==> config.mk <==
export PLATFORM = sky130hd
export DESIGN_NAME = tlb_fifo_replacement_unit
export DESIGN_NICKNAME = d
export VERILOG_FILES = /design/src/rtl/tfr_pkg.sv /design/src/rtl/tfr_ctrl.sv /design/src/rtl/tfr_datapath.sv /design/src/rtl/tlb_fifo_replacement_unit.sv
export VERILOG_INCLUDE_DIRS = /design/src /design/src/rtl
export SDC_FILE = /design/constraint.sdc
export NUM_CORES = 1
export LEC_CHECK = 0
export BUFFER_PORTS_ARGS = -buffer_cell sky130_fd_sc_hd__buf_4
export CAP_MARGIN = 20
export CELL_PAD_IN_SITES_DETAIL_PLACEMENT = 2
export CELL_PAD_IN_SITES_GLOBAL_PLACEMENT = 2
export CORE_ASPECT_RATIO = 0.9
export CORE_UTILIZATION = 35
export CTS_CLUSTER_DIAMETER = 30
export DETAILED_ROUTE_END_ITERATION = 16
export PLACE_DENSITY = 0.72
export SLEW_MARGIN = 5
export SYNTH_ARGS = -nofsm -noshare
export SYNTH_HDL_FRONTEND = slang
export SYNTH_HIERARCHICAL = 1
export SYNTH_SLANG_ARGS = --single-unit
==> constraint.sdc <==
create_clock -name clk_i -period 3.91 [get_ports clk_i]
set_input_delay 0.391 -clock clk_i [delete_from_list [all_inputs] [get_ports clk_i]]
set_output_delay 0.391 -clock clk_i [all_outputs]
set_load 0.02 [all_outputs]
==> src/rtl/assert_macros.svh <==
// Assertion macros shared by the translation buffer RTL.
`ifndef ASSERT_MACROS_SVH
`define ASSERT_MACROS_SVH
`ifndef SYNTH
// Property checked only while out of reset.
`define ASSERT_RST(label, clk, rst_n, prop, msg) \
  label: assert property (@(posedge clk) disable iff (!(rst_n)) (prop)) \
    else $error(msg);
// Property checked at every edge, reset included.
`define ASSERT_ANY(label, clk, prop, msg) \
  label: assert property (@(posedge clk) (prop)) else $error(msg);
`else
`define ASSERT_RST(label, clk, rst_n, prop, msg)
`define ASSERT_ANY(label, clk, prop, msg)
`endif
`endif

==> src/rtl/tfr_pkg.sv <==
// Types and constants shared by the translation buffer modules.
package tfr_pkg;

  localparam int unsigned PageFieldW  = 16;
  localparam int unsigned FrameFieldW = 16;
  localparam int unsigned HitCountW   = 32;

  typedef enum logic [0:0] {
    ACT_LOOKUP = 1'b0,
    ACT_UPDATE = 1'b1
  } action_e;

  typedef struct packed {
    logic                   action;
    logic [PageFieldW-1:0]  virt_page;
    logic [FrameFieldW-1:0] new_frame;
  } req_t;

  typedef struct packed {
    logic                   hit;
    logic [FrameFieldW-1:0] phys_frame;
    logic [HitCountW-1:0]   hit_total;
  } rsp_t;

  typedef enum logic [1:0] {
    S_IDLE,
    S_MATCH,
    S_ACCESS,
    S_LOAD
  } state_e;

  // Commands from the controller to the datapath.
  typedef struct packed {
    logic capture;
    logic match;
    logic access;
    logic load;
  } cmd_t;

  // Status from the datapath to the controller.
  typedef struct packed {
    logic is_update;
  } sts_t;

endpackage

==> src/rtl/tfr_ctrl.sv <==
// Request sequencer for the translation buffer.
`include "assert_macros.svh"
module tfr_ctrl (
  input  logic          clk_i,
  input  logic          rst_ni,
  input  logic          in_valid_i,
  output logic          in_ready_o,
  output logic          out_valid_o,
  input  logic          out_ready_i,
  output tfr_pkg::cmd_t cmd_o,
  input  tfr_pkg::sts_t sts_i
);
  import tfr_pkg::*;

  state_e state_q, state_d;
  logic   out_valid_q, out_valid_d;
  logic   out_free;

  assign out_free = !out_valid_q || out_ready_i;

  always_comb begin
    state_d = state_q;
    case (state_q)
      S_IDLE: begin
        if (in_valid_i) state_d = S_MATCH;
      end
      S_MATCH:  state_d = S_ACCESS;
      S_ACCESS: state_d = sts_i.is_update ? S_IDLE : S_LOAD;
      S_LOAD: begin
        if (out_free) state_d = S_IDLE;
      end
      default:  state_d = S_IDLE;
    endcase
  end

  always_comb begin
    cmd_o      = '0;
    in_ready_o = 1'b0;
    case (state_q)
      S_IDLE: begin
        in_ready_o    = 1'b1;
        cmd_o.capture = in_valid_i;
      end
      S_MATCH:  cmd_o.match  = 1'b1;
      S_ACCESS: cmd_o.access = 1'b1;
      S_LOAD:   cmd_o.load   = out_free;
      default:  cmd_o = '0;
    endcase
  end

  // Set on load, drop once the receiver takes the result.
  always_comb begin
    out_valid_d = out_valid_q;
    if (cmd_o.load) begin
      out_valid_d = 1'b1;
    end else if (out_ready_i) begin
      out_valid_d = 1'b0;
    end
  end

  always_ff @(posedge clk_i or negedge rst_ni) begin
    if (!rst_ni) begin
      state_q     <= S_IDLE;
      out_valid_q <= 1'b0;
    end else begin
      state_q     <= state_d;
      out_valid_q <= out_valid_d;
    end
  end

  assign out_valid_o = out_valid_q;

  `ASSERT_RST(a_accept_to_match, clk_i, rst_ni, in_valid_i && in_ready_o |=> state_q == S_MATCH, "accepted request did not enter match")
  `ASSERT_RST(a_rise_from_load, clk_i, rst_ni, $rose(out_valid_o) |-> $past(state_q == S_LOAD), "result raised outside load")
  `ASSERT_ANY(a_reset_quiet, clk_i, !rst_ni |=> !out_valid_o, "result valid during reset")

endmodule

==> src/rtl/tfr_datapath.sv <==
// Entry tables, match logic, hit counter and result register.
`include "assert_macros.svh"
module tfr_datapath #(
  parameter int unsigned TLB_ENTRIES = 16,
  parameter int unsigned PAGE_BITS   = 16,
  parameter int unsigned FRAME_BITS  = 16
) (
  input  logic          clk_i,
  input  logic          rst_ni,
  input  tfr_pkg::req_t req_i,
  input  tfr_pkg::cmd_t cmd_i,
  output tfr_pkg::sts_t sts_o,
  output tfr_pkg::rsp_t rsp_o
);
  import tfr_pkg::*;

  localparam int unsigned IdxW = (TLB_ENTRIES > 1) ? $clog2(TLB_ENTRIES) : 1;

  // Captured request.
  logic                  act_q;
  logic [PAGE_BITS-1:0]  page_q;
  logic [FRAME_BITS-1:0] frame_q;

  // Entry storage.
  logic [TLB_ENTRIES-1:0] valid_q;
  logic [PAGE_BITS-1:0]   page_tab_q [TLB_ENTRIES];
  logic [FRAME_BITS-1:0]  frame_mem  [TLB_ENTRIES];
  logic [IdxW-1:0]        ptr_q;
  logic [HitCountW-1:0]   cnt_q;

  // Match results and frame read data.
  logic [TLB_ENTRIES-1:0] match_vec;
  logic [IdxW-1:0]        match_idx;
  logic                   hit_q;
  logic [IdxW-1:0]        idx_q;
  logic [FRAME_BITS-1:0]  rd_q;

  logic [PAGE_BITS+PageFieldW-1:0]   page_ext;
  logic [FRAME_BITS+FrameFieldW-1:0] frame_ext;
  logic [FrameFieldW+FRAME_BITS-1:0] rd_ext;
  logic [IdxW-1:0]                   wr_idx;
  logic [IdxW-1:0]                   ptr_next;
  logic                              do_write;
  rsp_t                              rsp_q;

  assign page_ext  = {{PAGE_BITS{1'b0}}, req_i.virt_page};
  assign frame_ext = {{FRAME_BITS{1'b0}}, req_i.new_frame};
  assign rd_ext    = {{FrameFieldW{1'b0}}, rd_q};

  always_ff @(posedge clk_i) begin
    if (cmd_i.capture) begin
      act_q   <= req_i.action;
      page_q  <= page_ext[PAGE_BITS-1:0];
      frame_q <= frame_ext[FRAME_BITS-1:0];
    end
  end

  // Compare every entry; the lowest matching one wins.
  always_comb begin
    match_idx = '0;
    for (int i = 0; i < TLB_ENTRIES; i++) begin
      match_vec[i] = valid_q[i] && (page_tab_q[i] == page_q);
    end
    for (int i = TLB_ENTRIES - 1; i >= 0; i--) begin
      if (match_vec[i]) match_idx = IdxW'(i);
    end
  end

  always_ff @(posedge clk_i) begin
    if (cmd_i.match) begin
      hit_q <= |match_vec;
      idx_q <= match_idx;
    end
  end

  // Update in place on a hit, else fill at the round-robin pointer.
  assign do_write = cmd_i.access && (act_q == ACT_UPDATE);
  assign wr_idx   = hit_q ? idx_q : ptr_q;
  assign ptr_next = (ptr_q == IdxW'(TLB_ENTRIES - 1)) ? '0 : ptr_q + 1'b1;

  always_ff @(posedge clk_i) begin
    if (do_write) begin
      frame_mem[wr_idx] <= frame_q;
    end
    if (cmd_i.access) begin
      rd_q <= frame_mem[idx_q];
    end
  end

  always_ff @(posedge clk_i) begin
    if (do_write && !hit_q) begin
      page_tab_q[ptr_q] <= page_q;
    end
  end

  always_ff @(posedge clk_i or negedge rst_ni) begin
    if (!rst_ni) begin
      valid_q <= '0;
      ptr_q   <= '0;
      cnt_q   <= '0;
    end else begin
      if (do_write && !hit_q) begin
        valid_q[ptr_q] <= 1'b1;
        ptr_q          <= ptr_next;
      end
      if (cmd_i.access && (act_q == ACT_LOOKUP) && hit_q && (cnt_q != '1)) begin
        cnt_q <= cnt_q + 1'b1;
      end
    end
  end

  always_ff @(posedge clk_i) begin
    if (cmd_i.load) begin
      rsp_q.hit        <= hit_q;
      rsp_q.phys_frame <= hit_q ? rd_ext[FrameFieldW-1:0] : '0;
      rsp_q.hit_total  <= cnt_q;
    end
  end

  assign sts_o.is_update = (act_q == ACT_UPDATE);
  assign rsp_o           = rsp_q;

  `ASSERT_RST(a_cnt_monotonic, clk_i, rst_ni, cnt_q >= $past(cnt_q), "hit counter went down")
  `ASSERT_RST(a_ptr_range, clk_i, rst_ni, ({1'b0, ptr_q} < (IdxW+1)'(TLB_ENTRIES)), "pointer past last entry")
  `ASSERT_RST(a_valid_sticky, clk_i, rst_ni, (valid_q & $past(valid_q)) == $past(valid_q), "valid bit cleared")

endmodule

==> src/rtl/tlb_fifo_replacement_unit.sv <==
// Top level of the fully associative translation buffer with round-robin fill.
// Usage:
//   Requests arrive on in_valid_i/in_ready_o with payload in_req_i. A lookup
//   request (action 0) searches all valid entries for the virtual page; an
//   update request (action 1) rewrites the frame of a matching entry, or installs
//   page and frame at the round-robin pointer and advances it.
//   Only lookups produce a result on out_valid_o/out_ready_i (out_rsp_o):
//   hit flag, frame (zero on a miss) and the saturating count of hits.
// Timing:
//   One request is in flight at a time, walked through match, access and
//   load steps by the sequencer. A lookup result is registered in the load
//   step; an update returns to idle after its access step, and the next
//   request is taken only once the sequencer is back in idle. The registered
//   read of the frame memory sets the extra load step of a lookup.
// Stalls:
//   The result sits in an output register. A new request may be taken
//   while it waits; the next lookup holds in its load step until the
//   receiver takes the pending result.
// Reset:
//   Asynchronous, active low: clears every valid bit, the pointer, the hit
//   count and the result valid. Entry page and frame storage is not cleared.
module tlb_fifo_replacement_unit #(
  parameter int unsigned TLB_ENTRIES = 16,
  parameter int unsigned PAGE_BITS   = 16,
  parameter int unsigned FRAME_BITS  = 16
) (
  input  logic          clk_i,
  input  logic          rst_ni,
  input  logic          in_valid_i,
  output logic          in_ready_o,
  input  tfr_pkg::req_t in_req_i,
  output logic          out_valid_o,
  input  logic          out_ready_i,
  output tfr_pkg::rsp_t out_rsp_o
);
  import tfr_pkg::*;

  cmd_t cmd;
  sts_t sts;

  // Sequencer: accepts a request, steps it through, owns result valid.
  tfr_ctrl u_ctrl (
    .clk_i       (clk_i),
    .rst_ni      (rst_ni),
    .in_valid_i  (in_valid_i),
    .in_ready_o  (in_ready_o),
    .out_valid_o (out_valid_o),
    .out_ready_i (out_ready_i),
    .cmd_o       (cmd),
    .sts_i       (sts)
  );

  // Datapath: entry tables, match, counter and result register.
  tfr_datapath #(
    .TLB_ENTRIES (TLB_ENTRIES),
    .PAGE_BITS   (PAGE_BITS),
    .FRAME_BITS  (FRAME_BITS)
  ) u_datapath (
    .clk_i  (clk_i),
    .rst_ni (rst_ni),
    .req_i  (in_req_i),
    .cmd_i  (cmd),
    .sts_o  (sts),
    .rsp_o  (out_rsp_o)
  );

endmodule

==> flow_metrics.env <==
export IMPL_synthesis_area_mm2=0.02627
export IMPL_die_h_um=261.9
export IMPL_syn_area_per_cell_um2=18.60
export IMPL_cts_tree="yes"
export IMPL_via_per_inst=5.285
export IMPL_start_util_pct=35.68
export IMPL_core_area_mm2=0.07363
export IMPL_outcome="complete, no violations"
export IMPL_clk_latency_ns=0.73
export IMPL_relSlewSlack_pct=26.69
export IMPL_synthXorXnorAreaFrac_pct=9.602
export IMPL_cap_viol_max_count=0
export IMPL_antenna_found_initial=0
export IMPL_muxShareOfSynthArea_pct=6.939
export IMPL_synth_warning_count=6
export IMPL_worstPathArrival_ns=3.97
export IMPL_period_share_pct=89.80
export IMPL_synth_edf_count=615
export IMPL_gp_congestion=0.7764
export IMPL_finalMaxSlewViolations=0
export IMPL_r2r_cells=9
export IMPL_hold_class="primary input to flip-flop"
export IMPL_cts_buffers=141
export IMPL_clk_pin_slew_ns=0.05
export IMPL_synthArstFlopShare_pct=8.209
export IMPL_drtAntennaViolNets=0
export IMPL_wire_per_inst_um=29.52
export IMPL_regArea_mm2=0.01984
export IMPL_setup_viol=0
export IMPL_synth_most_common_cell="edfxtp_1"
export IMPL_io_pins=88
export IMPL_fin_area_mm2=0.03372
export IMPL_rows=94
export IMPL_whs_ns=0.07351
export IMPL_hpwl_um=44120
export IMPL_drt_iter0_drc=1161
export IMPL_p_leak_nw=11.52
export IMPL_crit_path_max_fanout=17
export IMPL_drive_gt1_share_pct=27.41
export IMPL_drt_pass1_iterations=5
export IMPL_clock_sinks=670
export IMPL_layout_min_cycle_time_ns=3.511
export IMPL_multi_input_area_mm2=0.006101
export IMPL_power_mw=24.34
export IMPL_syn_inst=1412
export IMPL_vias=14650
export IMPL_crit_type="flip-flop to flip-flop"
export IMPL_gr_total_overflow=0
export IMPL_die_area_mm2=0.07616
export IMPL_synth_compound_area_share_pct=0.5954
export IMPL_grt_max_degree=56
export IMPL_yosysTopAreaCellShare_pct=70.30
export IMPL_grt_pass1_wl_um=118500
export IMPL_fp_dieW_um=290.8
export IMPL_final_nets=1745
export IMPL_syn_nets=1454
export IMPL_cp_start_kind="flip-flop"
export IMPL_io_buffer_count=87
export IMPL_routed_wl_um=81860
export IMPL_synth_seq_cells=670
export IMPL_seq_area_frac_synth_pct=75.54
export IMPL_placed_area_mm2=0.02859
export IMPL_max_vdd_ir_drop_uv=461.0
export IMPL_synth_top_flop_cell="edfxtp_1"
export IMPL_fin_setup_tns_ns=0
export IMPL_antenna_cells=0
export IMPL_area_delta_synth_final_pct=28.37
export IMPL_drc=0
export IMPL_max_freq_ghz=0.2848
export IMPL_synth_simple_area_share_pct=5.725
export IMPL_end_kind="flip-flop"
export IMPL_worst_pin_slew_ns=1.100
export IMPL_required_ns=4.37
export IMPL_grt_usage_pct=21.81
export IMPL_grt_pass1_vias=16770
export IMPL_power_density_mw_per_mm2=721.9
export IMPL_synth_distinct_cells=54
export IMPL_cts_root_buf="clkbuf_16"
export IMPL_synth_area_leader_cell="edfxtp_1"
export IMPL_whs_path_depth=3
export IMPL_synthAdderAreaFrac_pct=0.2381
export IMPL_clockBufferDepth=3
export IMPL_fillerInstances=6704
export IMPL_grt_setup_unrepaired="false"
export IMPL_yosys_top_cells_count="615 x edfxtp_1, 183 x xnor2_1, 105 x xor2_1"
export IMPL_cts_setup_buffers=0
export IMPL_finalHoldViolCount=0
export IMPL_synth_area_top_cells="edfxtp_1 70%, mux4_2 6.9%, xnor2_1 6.1%"
export IMPL_finClkSkew_ns=0.04546
export IMPL_synth_top_family_by_area="XOR/XNOR gates"
export IMPL_cts_max_level=4
## through the flow
| step | setup slack [ns] | cells | util [%] |
|---|---|---|---|
| after floorplan | 0.4755 | 1412 | - |
| after global placement | 0.8067 | 2485 | 38.83 |
| after detailed placement | 0.7414 | 2485 | 38.83 |
| after CTS | 0.4662 | 2772 | 45.77 |
| after global routing | 0.3923 | 2773 | 45.80 |
| final | 0.3987 | 2773 | 45.80 |
## cells by family after synthesis
logic type | count (synthesis)
DFF | 670
xor gates and xnor gates | 288
and+or+nand+nor | 278
muxes | 82
buffers and inverters | 66
AOI/OAI and AO/OA | 23
adders and majority gates | 5
## cells in the final DEF (no fill, tap or decap), types with 9 or more instances in the layout
cell and n:
bufinv_16 16, nor4_1 33, clkbuf_1 26, buf_12 11, buf_4 158, nor2_1 54
clkinvlp_4 17, nor3_1 12, nand2_1 38, xnor2_1 183, inv_1 9, nand4_1 48
dfrtp_1 55, dlygate4sd3_1 34, nand3_1 22, edfxtp_1 615, clkinv_2 20, or2_2 17
mux4_2 80, clkinv_1 11, clkbuf_16 143, xor2_1 105, and2_1 18
## what timing repair did
action,in CTS,in global routing
hold buffers,34,0
gates resized for setup,0,0
endpoints found under the hold margin,88,0
## final timing paths
kind,start,to,slack [ns]
worst max register to register,u_datapath/page_q[0],u_datapath/idx_q[3],0.40
min in group asynchronous,rst_ni,u_datapath/cnt_q[27],0.39
worst min register to register,u_datapath/cnt_q[12],u_datapath/rsp_o[12],0.46
max in group asynchronous,rst_ni,u_datapath/cnt_q[31],2.90
worst max-delay path,u_datapath/page_q[0],u_datapath/idx_q[3],0.40
worst min-delay path,out_ready_i,u_ctrl/out_valid_o,0.07
## routing by layer
| layer | track usage (%) | share of wire, % | vias to the layer above |
|---|---|---|---|
| li1 | - | - | 6031 |
| met1 | 25.87 | 40 | 7882 |
| met2 | 38.77 | 52 | 568 |
| met3 | 4.525 | 5.2 | 173 |
| met4 | 9.053 | 3.1 | 0 |
| met5 | 0 | 0 | - |
## critical path, stage by stage (launching register included)
cell,delay (ns)
edfxtp_1,1.02
buf_4,0.37
xor2_1,0.10
nor4_1,0.29
nand4_1,0.16
nor4_1,0.58
nand2b_1,0.25
nor3_1,0.10
and2_1,0.17
nor2b_1,0.16
## report_power, final
group | internal (mW) | total (mW) | switching, mW
sequential | 8.68 | 9.25 | 0.568
combinational | 1.21 | 3.04 | 1.83
clock | 7.88 | 12.1 | 4.18
## state kept, by name, indices dropped and copies added (netlist names)
name,flops
u_ctrl/out_valid_o,1
u_ctrl/state_q,2
u_datapath/cnt_q,32
u_datapath/frame_mem,256
u_datapath/frame_q,16
u_datapath/hit_q,1
u_datapath/idx_q,4
u_datapath/page_q,16
u_datapath/page_tab_q,256
u_datapath/ptr_q,4
u_datapath/rd_q,16
u_datapath/rsp_o,49
u_datapath/sts_o,1
u_datapath/valid_q,16
## final cells by class
| type | count | share of cell area, % |
|---|---|---|
| multi-input cells | 676 | 18.09 |
| flip-flops and latches | 670 | 58.84 |
| clock inverters | 80 | 3.068 |
| inverters | 10 | 0.1113 |
| clock buffers | 173 | 11.06 |
| well taps | 960 | 3.562 |
| repair buffers | 204 | 5.261 |
No activity file was read; power rests on OpenSTA's default activity.
